==> src/hw/rtl/dag_level_topological_sort_macros.svh <==
// Assertion macros shared by the level sort RTL.
`ifndef DAG_LEVEL_TOPOLOGICAL_SORT_MACROS_SVH
`define DAG_LEVEL_TOPOLOGICAL_SORT_MACROS_SVH
`ifndef SYNTHESIS
`define DLTS_ASSERT_ALWAYS(name, expr) \
   name: assert property (@(posedge clock) disable iff (reset) (expr)) \
      else $error("dlts assertion failed");
`define DLTS_ASSERT_NEXT(name, ante, cons) \
   name: assert property (@(posedge clock) disable iff (reset) (ante) |=> (cons)) \
      else $error("dlts assertion failed");
`else
`define DLTS_ASSERT_ALWAYS(name, expr)
`define DLTS_ASSERT_NEXT(name, ante, cons)
`endif
`endif

==> src/hw/rtl/dlts_pkg.sv <==
// Types and constants shared by the level sort modules.
package dlts_pkg;

   localparam int MAX_NODES = 32;
   localparam int NODE_W    = $clog2(MAX_NODES);
   localparam int CNT_W     = $clog2(MAX_NODES + 1);
   localparam int LEVEL_W   = 5;
   localparam int ROUND_W   = 6;
   localparam int MASK_W    = 32;
   localparam logic [CNT_W-1:0] NODE_COUNT_RESET = CNT_W'(MAX_NODES);

   typedef struct packed {
      logic [NODE_W-1:0] row_index;
      logic [MASK_W-1:0] successor_mask;
      logic              last_row;
   } dlts_req_type;

   typedef struct packed {
      logic [NODE_W-1:0]  node_index;
      logic [LEVEL_W-1:0] node_level;
      logic               cycle_found;
      logic               last_result;
   } dlts_rsp_type;

   typedef struct packed {
      logic load;
      logic start;
      logic scan;
      logic place;
      logic emit;
      logic clear;
   } dlts_cmd_type;

   typedef struct packed {
      logic k_last;
      logic none_ready;
   } dlts_status_type;

endpackage

==> src/hw/rtl/dag_level_topological_sort.sv <==
// Top level of the levelized topological sort: controller plus datapath.
//
//   Channel  Direction  Handshake             Payload
//   req      in         req_valid/req_ready   req_data (row, successor mask, last row)
//   rsp      out        rsp_valid/rsp_ready   rsp_data (node, level, cycle, last)
//   csr      in         csr_wr_en             csr_wr_data (node count)
//
// Rows load at one transaction per cycle.
// After the last row, each round scans the n active rows one per cycle and then
// places the ready nodes in the place state.
// The n results then leave at one per cycle while rsp_ready is high.
// req_ready is low from the last row until the final result has been loaded.
// Reset is synchronous and clears the graph at once; there is no clearing pass.
module dag_level_topological_sort
   import dlts_pkg::*;
(
   input  logic             clock,
   input  logic             reset,
   input  logic             csr_wr_en,
   input  logic [CNT_W-1:0] csr_wr_data,
   input  logic             req_valid,
   output logic             req_ready,
   input  dlts_req_type     req_data,
   output logic             rsp_valid,
   input  logic             rsp_ready,
   output dlts_rsp_type     rsp_data
);

   dlts_cmd_type    cmd;
   dlts_status_type status;

   dlts_ctrl u_ctrl (
      .clock     (clock),
      .reset     (reset),
      .req_valid (req_valid),
      .req_last  (req_data.last_row),
      .req_ready (req_ready),
      .rsp_valid (rsp_valid),
      .rsp_ready (rsp_ready),
      .status    (status),
      .cmd       (cmd)
   );

   dlts_dpath u_dpath (
      .clock       (clock),
      .reset       (reset),
      .csr_wr_en   (csr_wr_en),
      .csr_wr_data (csr_wr_data),
      .req_data    (req_data),
      .cmd         (cmd),
      .status      (status),
      .rsp_data    (rsp_data)
   );

endmodule

==> src/hw/rtl/dlts_ctrl.sv <==
// Controller state machine that sequences loading, level rounds and result output.
`include "dag_level_topological_sort_macros.svh"
module dlts_ctrl
   import dlts_pkg::*;
(
   input  logic            clock,
   input  logic            reset,
   input  logic            req_valid,
   input  logic            req_last,
   output logic            req_ready,
   output logic            rsp_valid,
   input  logic            rsp_ready,
   input  dlts_status_type status,
   output dlts_cmd_type    cmd
);

   typedef enum logic [3:0] {
      ST_LOAD  = 4'b0001,
      ST_SCAN  = 4'b0010,
      ST_PLACE = 4'b0100,
      ST_EMIT  = 4'b1000
   } state_type;

   state_type state_ff, state_in;
   logic      rsp_valid_ff, rsp_valid_in;
   logic      req_take;

   assign req_ready = (state_ff == ST_LOAD);
   assign req_take  = req_valid && req_ready;
   assign rsp_valid = rsp_valid_ff;

   always_comb begin
      state_in = state_ff;
      cmd      = '0;
      unique case (state_ff)
         ST_LOAD: begin
            if (req_take) begin
               cmd.load = 1'b1;
               if (req_last) begin
                  cmd.start = 1'b1;
                  state_in  = ST_SCAN;
               end
            end
         end
         ST_SCAN: begin
            cmd.scan = 1'b1;
            if (status.k_last) begin
               state_in = ST_PLACE;
            end
         end
         ST_PLACE: begin
            cmd.place = 1'b1;
            state_in  = status.none_ready ? ST_EMIT : ST_SCAN;
         end
         ST_EMIT: begin
            if (!rsp_valid_ff || rsp_ready) begin
               cmd.emit = 1'b1;
               if (status.k_last) begin
                  cmd.clear = 1'b1;
                  state_in  = ST_LOAD;
               end
            end
         end
         default: begin
            state_in = ST_LOAD;
         end
      endcase
   end

   always_comb begin
      if (cmd.emit) begin
         rsp_valid_in = 1'b1;
      end else if (rsp_ready) begin
         rsp_valid_in = 1'b0;
      end else begin
         rsp_valid_in = rsp_valid_ff;
      end
   end

   always_ff @(posedge clock) begin
      if (reset) begin
         state_ff     <= ST_LOAD;
         rsp_valid_ff <= 1'b0;
      end else begin
         state_ff     <= state_in;
         rsp_valid_ff <= rsp_valid_in;
      end
   end

   `DLTS_ASSERT_NEXT(a_scan_ends_in_place, (state_ff == ST_SCAN) && status.k_last, state_ff == ST_PLACE)
   `DLTS_ASSERT_ALWAYS(a_rsp_rises_from_emit, !$rose(rsp_valid_ff) || $past(state_ff == ST_EMIT))
   `DLTS_ASSERT_NEXT(a_place_empty_goes_emit, (state_ff == ST_PLACE) && status.none_ready, state_ff == ST_EMIT)

endmodule

==> src/hw/rtl/dlts_dpath.sv <==
// Datapath with adjacency rows, placed mask, round counter, levels and result register.
`include "dag_level_topological_sort_macros.svh"
module dlts_dpath
   import dlts_pkg::*;
(
   input  logic             clock,
   input  logic             reset,
   input  logic             csr_wr_en,
   input  logic [CNT_W-1:0] csr_wr_data,
   input  dlts_req_type     req_data,
   input  dlts_cmd_type     cmd,
   output dlts_status_type  status,
   output dlts_rsp_type     rsp_data
);

   logic [MASK_W-1:0]  rows_ff [MAX_NODES];
   logic [LEVEL_W-1:0] levels_ff [MAX_NODES];
   logic [CNT_W-1:0]   node_count_ff;
   logic [CNT_W-1:0]   n_ff, n_in;
   logic [NODE_W-1:0]  k_ff;
   logic [MASK_W-1:0]  reached_ff;
   logic [MASK_W-1:0]  placed_ff;
   logic [ROUND_W-1:0] round_ff;
   dlts_rsp_type       rsp_ff, rsp_in;
   logic [MASK_W-1:0]  all_mask;
   logic [MASK_W-1:0]  unplaced;
   logic [MASK_W-1:0]  ready_mask;

   always_comb begin
      if (node_count_ff == '0) begin
         n_in = CNT_W'(1);
      end else if (node_count_ff > CNT_W'(MAX_NODES)) begin
         n_in = CNT_W'(MAX_NODES);
      end else begin
         n_in = node_count_ff;
      end
   end

   always_comb begin
      for (int i = 0; i < MASK_W; i++) begin
         all_mask[i] = (CNT_W'(i) < n_ff);
      end
   end

   assign unplaced          = all_mask & ~placed_ff;
   assign ready_mask        = unplaced & ~reached_ff;
   assign status.k_last     = ({1'b0, k_ff} == (n_ff - CNT_W'(1)));
   assign status.none_ready = (ready_mask == '0);

   always_comb begin
      rsp_in.node_index  = k_ff;
      rsp_in.node_level  = placed_ff[k_ff] ? levels_ff[k_ff] : '0;
      rsp_in.cycle_found = !placed_ff[k_ff];
      rsp_in.last_result = status.k_last;
   end

   assign rsp_data = rsp_ff;

   always_ff @(posedge clock) begin
      if (reset) begin
         node_count_ff <= NODE_COUNT_RESET;
         n_ff          <= NODE_COUNT_RESET;
         k_ff          <= '0;
         reached_ff    <= '0;
         placed_ff     <= '0;
         round_ff      <= '0;
         for (int i = 0; i < MAX_NODES; i++) begin
            rows_ff[i] <= '0;
         end
      end else begin
         if (csr_wr_en) begin
            node_count_ff <= csr_wr_data;
         end
         if (cmd.load) begin
            rows_ff[req_data.row_index] <= req_data.successor_mask;
         end
         if (cmd.start) begin
            n_ff       <= n_in;
            k_ff       <= '0;
            reached_ff <= '0;
         end
         if (cmd.scan) begin
            if (unplaced[k_ff]) begin
               reached_ff <= reached_ff | rows_ff[k_ff];
            end
            k_ff <= k_ff + NODE_W'(1);
         end
         if (cmd.place) begin
            k_ff       <= '0;
            reached_ff <= '0;
            if (ready_mask != '0) begin
               placed_ff <= placed_ff | ready_mask;
               round_ff  <= round_ff + ROUND_W'(1);
            end
         end
         if (cmd.emit) begin
            k_ff <= cmd.clear ? '0 : k_ff + NODE_W'(1);
         end
         if (cmd.clear) begin
            placed_ff <= '0;
            round_ff  <= '0;
            for (int i = 0; i < MAX_NODES; i++) begin
               rows_ff[i] <= '0;
            end
         end
      end
   end

   always_ff @(posedge clock) begin
      if (cmd.place) begin
         for (int i = 0; i < MAX_NODES; i++) begin
            if (ready_mask[i]) begin
               levels_ff[i] <= round_ff[LEVEL_W-1:0];
            end
         end
      end
      if (cmd.emit) begin
         rsp_ff <= rsp_in;
      end
   end

   `DLTS_ASSERT_NEXT(a_clear_resets_run, cmd.clear, (placed_ff == '0) && (round_ff == '0))
   `DLTS_ASSERT_ALWAYS(a_placed_within_count, (placed_ff & ~all_mask) == '0)
   `DLTS_ASSERT_NEXT(a_round_advances, cmd.place && (ready_mask != '0), round_ff == $past(round_ff) + ROUND_W'(1))

endmodule
==> config.mk <==
export PLATFORM = sky130hd
export DESIGN_NAME = dag_level_topological_sort
export DESIGN_NICKNAME = d
export VERILOG_FILES = /design/src/hw/rtl/dlts_pkg.sv /design/src/hw/rtl/dag_level_topological_sort.sv /design/src/hw/rtl/dlts_ctrl.sv /design/src/hw/rtl/dlts_dpath.sv
export VERILOG_INCLUDE_DIRS = /design/src /design/src/hw/rtl
export SDC_FILE = /design/constraint.sdc
export NUM_CORES = 2
export LEC_CHECK = 0
export BUFFER_PORTS_ARGS = -buffer_cell sky130_fd_sc_hd__buf_2
export CORE_MARGIN = 10
export CORE_UTILIZATION = 35
export CTS_CLUSTER_DIAMETER = 50
export DETAILED_ROUTE_END_ITERATION = 8
export HOLD_SLACK_MARGIN = 0.05
export PLACE_DENSITY = 0.61
export SLEW_MARGIN = 15
export SYNTH_ARGS = -nofsm -noshare
export SYNTH_HDL_FRONTEND = slang
export SYNTH_HIERARCHICAL = 1
export SYNTH_SLANG_ARGS = --single-unit
==> constraint.sdc <==
create_clock -name clock -period 6.3 [get_ports clock]
set_clock_uncertainty 0.2 [all_clocks]
set_input_delay 0.63 -clock clock [delete_from_list [all_inputs] [get_ports clock]]
set_output_delay 0.63 -clock clock [all_outputs]
set_load 0.02 [all_outputs]
# [Word level (Yosys, flattened, before mapping)]
# Memories as Yosys holds them, arrays and structs flattened. A register that Yosys moved wholly into a read port is not among the register bits.
# Index checks and enable logic that the tools add are counted.
[classes] magnitude_cmp=34 eq_ne=10 shifts=0 n_addsub=3 n_mux=172 reduce_logical=15 div=0 bitwise_logic=38 multipliers=0
[op_table] operator="$mux 32" n=36
[op_table] operator="$mux 1" n=113
[op_table] operator="$lt 5x6->1 const A" n=16
[op_table] operator="$and 32x32->32" n=2
[op_table] operator="$not 32->32" n=2
[op_table] operator="$or 32x32->32" n=2
[op_table] operator="$lt 4x6->1 const A" n=8
[op_table] operator="$mux 5" n=8
[op_table] operator="$logic_not 32->1" n=1
[op_table] operator="$or 1x1->1" n=32
[op_table] operator="$reduce_bool 32->1" n=1
[op_table] operator="$reduce_or 32->1" n=1
[op_table] operator="$lt 3x6->1 const A" n=4
[op_table] operator="$mux 4" n=6
[op_table] operator="$pmux 4 s4" n=1
[op_table] operator="$lt 1x6->1 const A" n=2
[op_table] operator="$lt 2x6->1 const A" n=2
[op_table] operator="$mux 6" n=2
[op_table] operator="$bmux 1 s5" n=2
[op_table] operator="$mux 2" n=4
[op_table] operator="$ne 2x2->1 const B" n=4
[op_table] operator="$add 6x1->6 const B" n=1
[op_table] operator="$eq 5x6->1" n=1
[op_table] operator="$gt 6x6->1 const B" n=1
[op_table] operator="17 further kinds" n=20
[word_totals] regBits=99 mem_count=2 mem_bits_ro=0 latchBits=0 ramBits=1184 output_inout_bits=14
[memory_table] memory="u_dpath.rows_ff" words=32 word_bits=32 rd=1 rd_ports_with_merged_regs=1 write_ports=32 line_no="dlts_dpath.sv:16" text="logic [MASK_W-1:0] rows_ff [MAX_NODES];"
[memory_table] memory="u_dpath.levels_ff" words=32 word_bits=5 rd=1 rd_ports_with_merged_regs=1 write_ports=32 line_no="dlts_dpath.sv:17" text="logic [LEVEL_W-1:0] levels_ff [MAX_NODES];"

# [Longest topological paths before layout]
[depth] depth_word=10 mapped_depth=20

# [Modules after synthesis]
# The synthesis kept the hierarchy.
[by_module_without_submodules] mod="dlts_dpath" cells_each=3881 area_per_inst_um2=58020.6 n_inst=1
[by_module_without_submodules] mod="dlts_ctrl" cells_each=37 area_per_inst_um2=301.5 n_inst=1

# [Least setup slack after synthesis]
# OpenSTA, ideal clock, no wires.
[synth_timing] path_kind="reg-to-reg" start="register u_dpath.k_ff[2]" end="memory u_dpath.rows_ff[12][0] (enable)" path_slack_ns=0.214 stages_incl_launch_ff=16 arrival_ns=5.420 t_required_ns=5.634 synth_period_minus_slack_ns=6.086 cell_sequence="dfxtp_1 > clkbuf_1 > buf_1 > buf_1 > xnor2_1 > nand3_1 > nor3_1 > buf_4 > nand2_1 > nor2_1 > nor2_1 > nand2_1 > or3_1 > clkbuf_1 > clkbuf_1 > o21ai_0"
[synth_rtl] element="start: declaration" line_no="dlts_dpath.sv:20" text="logic [NODE_W-1:0] k_ff;"
[synth_rtl] element="start signal: assignment" line_no="dlts_dpath.sv:86" text="k_ff <= k_ff + NODE_W'(1);"
[synth_rtl] element="start signal: assignment" line_no="dlts_dpath.sv:97" text="k_ff <= cmd.clear ? '0 : k_ff + NODE_W'(1);"
[synth_rtl] element="end: declaration" line_no="dlts_dpath.sv:16"

==> impl_metrics.ini <==
[setup_path]
critPathCaptureType = flop
startpoint_type = flop
worst-path-max-fanout = 24
worst_path_most_repeated_cell = buf_4
path_cells = inv_1 -> ha_1 -> nand2b_1 -> nor2_1 -> xor2_1 -> a21oi_1 -> o32a_1 -> nor3_1 -> nand2_1 -> nor2_1 -> nor2_4 -> buf_4 -> nand4b_1 -> buf_4 -> nor2_2 -> buf_4 -> and2_1
cp_data_arrival_time_ps = 5180
cp_data_required_time_ps = 6600
path_class = flop to flop
cpPeakStageDelay_ps = 520
critPathSlowestCell = dfxtp_1

[sta]
max_freq_mhz = 204.8
min_period_ps = 4883
holdWs_ps = 126.9
relSlewSlack_pct = 16.23
min_period_over_period_pct = 77.50
hold_viol = 0
setup_viol = 0
drv_slew = 0
setup-tns-final_ps = 0
rsz0062_at_grt = false
tightest_slew_ps = 1255

[clock_network]
clkSlewWorstSetupHoldPaths_ps = 60
tritoncts = done
ctsRootBufferMaster = clkbuf_16
cts_buffers = 141
clock_sinks = 1292
clockBufferDepth = 3
cts-htree-levels = 4
insertion_delay_ps = 800

[global_routing]
track_usage_pct = 17.23
grt_pass1_vias = 33110
grt_start_max_net_pins = 109
grt_pass1_wl_mm = 235.3
antenna_found_initial = 23
overflow = 0

[power]
peakVddDrop_mv = 0.2812
p_leak_nw = 23.09
p_per_area_nw_per_um2 = 288.7

[min_path]
hp-class = primary input to flop

[route]
num_vias = 33390
drtAntennaViolNets = 0
dr.pass1.iters = 5
drc_errors = 0
avgRoutedWirePerCell_um = 26.29
via_per_inst = 5.395
routed_wirelength_mm = 162.7
initialDrtViolationCount = 3705

[yosys]
synthFlopType = edfxtp_1
synth_area_leaders = edfxtp_1 62%, and2_1 11%, mux4_2 9.7%, dfxtp_1 3.3%, clkbuf_1 2.0%
yosysWarnings = 6
avgSynthCellArea_um2 = 14.89
synth_edf_count = 1196
synthArstFlopShare_pct = 0
synth_top_area_cell = edfxtp_1
synth_top_area_share_pct = 61.58
syn_inst = 3918
synth_cell_types = 61
ys_seq_area_share_pct = 64.87
synth-seq-cells = 1292
syn_area_um2 = 58320
synth_nets = 3972

[cells_and_area]
layout_commonest_cell = edfxtp_1
drive_above_1_share_pct = 20.23
synthToLayoutAreaGrowth_pct = 13.65
layout_common_cells = 1196 x edfxtp_1, 1052 x and2_1, 252 x mux4_2
nFillCells = 14930
nets = 3927

[place]
portBuffers = 62
gp_congestion = 0.8568
place_hpwl_mm = 97.64

[floorplanning]
io_pins = 63
rows = 149
die_area_um2 = 183400
dieHeight_um = 428.2
die_width_um = 428.2
initial_core_util_pct = 35.27
core_area_um2 = 165400

[job]
cap_violations = 0

[status]
outcome = finished clean
## area by class of cell
class	instances	area (µm²)	share of cell area, %
clock buffers	182	3797	5.729
clock inverters	78	817.0	1.233
repair buffers	177	1451	2.190
multi-input cells	2253	19560	29.51
inverters	8	30.03	0.04530
well taps	2189	2739	4.132
flip-flops and latches	1292	37860	57.12
diodes	10	25.02	0.03775
## path summary, 6_finish.rpt
kind | start | end | slack, ps | depth (start not counted)
setup / recovery | u_dpath/n_ff[1] | u_dpath/rows_ff[25][13] | 1420 | 17
hold / removal | reset | u_dpath/n_ff[4] | 130 | 2
setup reg to reg | u_dpath/n_ff[1] | u_dpath/rows_ff[25][13] | 1420 | 17
hold reg to reg | u_dpath/placed_ff[29] | u_dpath/placed_ff[29] | 320 | 1
## metal layers
metal | up-vias | wire, µm | part of all wire, % | track usage, %
met4 | 6 | 5141 | 3.2 | 6.137
met3 | 239 | 12280 | 7.6 | 3.149
li1 | 14510 | - | - | -
met5 | - | 39 | 0.024 | 0
met1 | 17340 | 70220 | 43 | 24.43
met2 | 1291 | 74990 | 46 | 26.42
## through the flow
stage | std cells | utilization, % | instance area [µm²] | setup slack [ps] | power, mW
finish | 6189 | 40.08 | 66280 | 1417 | 19.14
global route | 6181 | 40.07 | 66260 | 1102 | 19.71
CTS | 6174 | 39.99 | 66120 | 1321 | 19.27
detailed placement | 5899 | 37.11 | 61360 | 1399 | 11.07
global placement | 5895 | 37.02 | 61230 | 1213 | 11.05
floorplan | 3918 | - | 58320 | 214.0 | 10.57
## synthesized netlist by cell type, types with 8 or more instances
master / count
mux2i_1: 108
clkbuf_1: 308
nor3_1: 54
edfxtp_1: 1196
a211oi_1: 24
a311oi_1: 35
nor2b_1: 40
a21oi_1: 25
nor4_1: 9
mux2_2: 97
xor2_1: 8
nand3_1: 8
o21a_1: 24
a2111oi_0: 39
nand2_1: 19
buf_2: 20
dfxtp_1: 96
inv_1: 8
a22oi_1: 32
o211a_1: 32
o22ai_1: 33
and2_1: 1052
o21ai_0: 80
nand2b_1: 40
buf_1: 35
nor2_1: 158
mux4_2: 252
## worst max-delay path, delay by kind of cell, from the launching register on
kind / cells / cell delay [ps]
adder cells (fa/ha/maj): 1 / 300
buffers and inverters: 4 / 1220
AO/OA/AOI/OAI: 2 / 310
AND/OR/NAND/NOR: 9 / 1850
flip-flops: 1 / 520
XOR/XNOR: 1 / 150
## state kept, by name, indices dropped and copies added, names as in the netlist, 5 cells and up, named ones only
name / count
u_dpath/n_ff: 6
u_dpath/reached_ff: 32
u_dpath/node_count_ff: 6
u_dpath/rsp_data: 12
u_dpath/rows_ff: 1024
u_dpath/k_ff: 5
u_dpath/round_ff: 5
u_dpath/placed_ff: 32
u_dpath/levels_ff: 160
## cells by family after synthesis
group           Yosys count  synth area share (%)
compound gates          352                 4.361
xor+xnor                 12                0.1802
fa+ha+maj                 5                0.1073
buf+inv                 373                 2.456
flops                  1292                 64.87
mux                     457                 13.46
simple gates           1427                 14.56
## timing repair
action                    4_1_cts  5_1_grt
hold buffers                   15        0
hold endpoints to repair        8        0
setup buffers                   0        0
gates resized for setup         0        0
## power by group
part,switching (mW),internal [mW],leakage (nW)
clock,3.54,4.69,2.24
combinational,0.766,0.445,7.81
sequential,0.114,9.58,13.0
No activity file was read; power rests on OpenSTA's default activity.
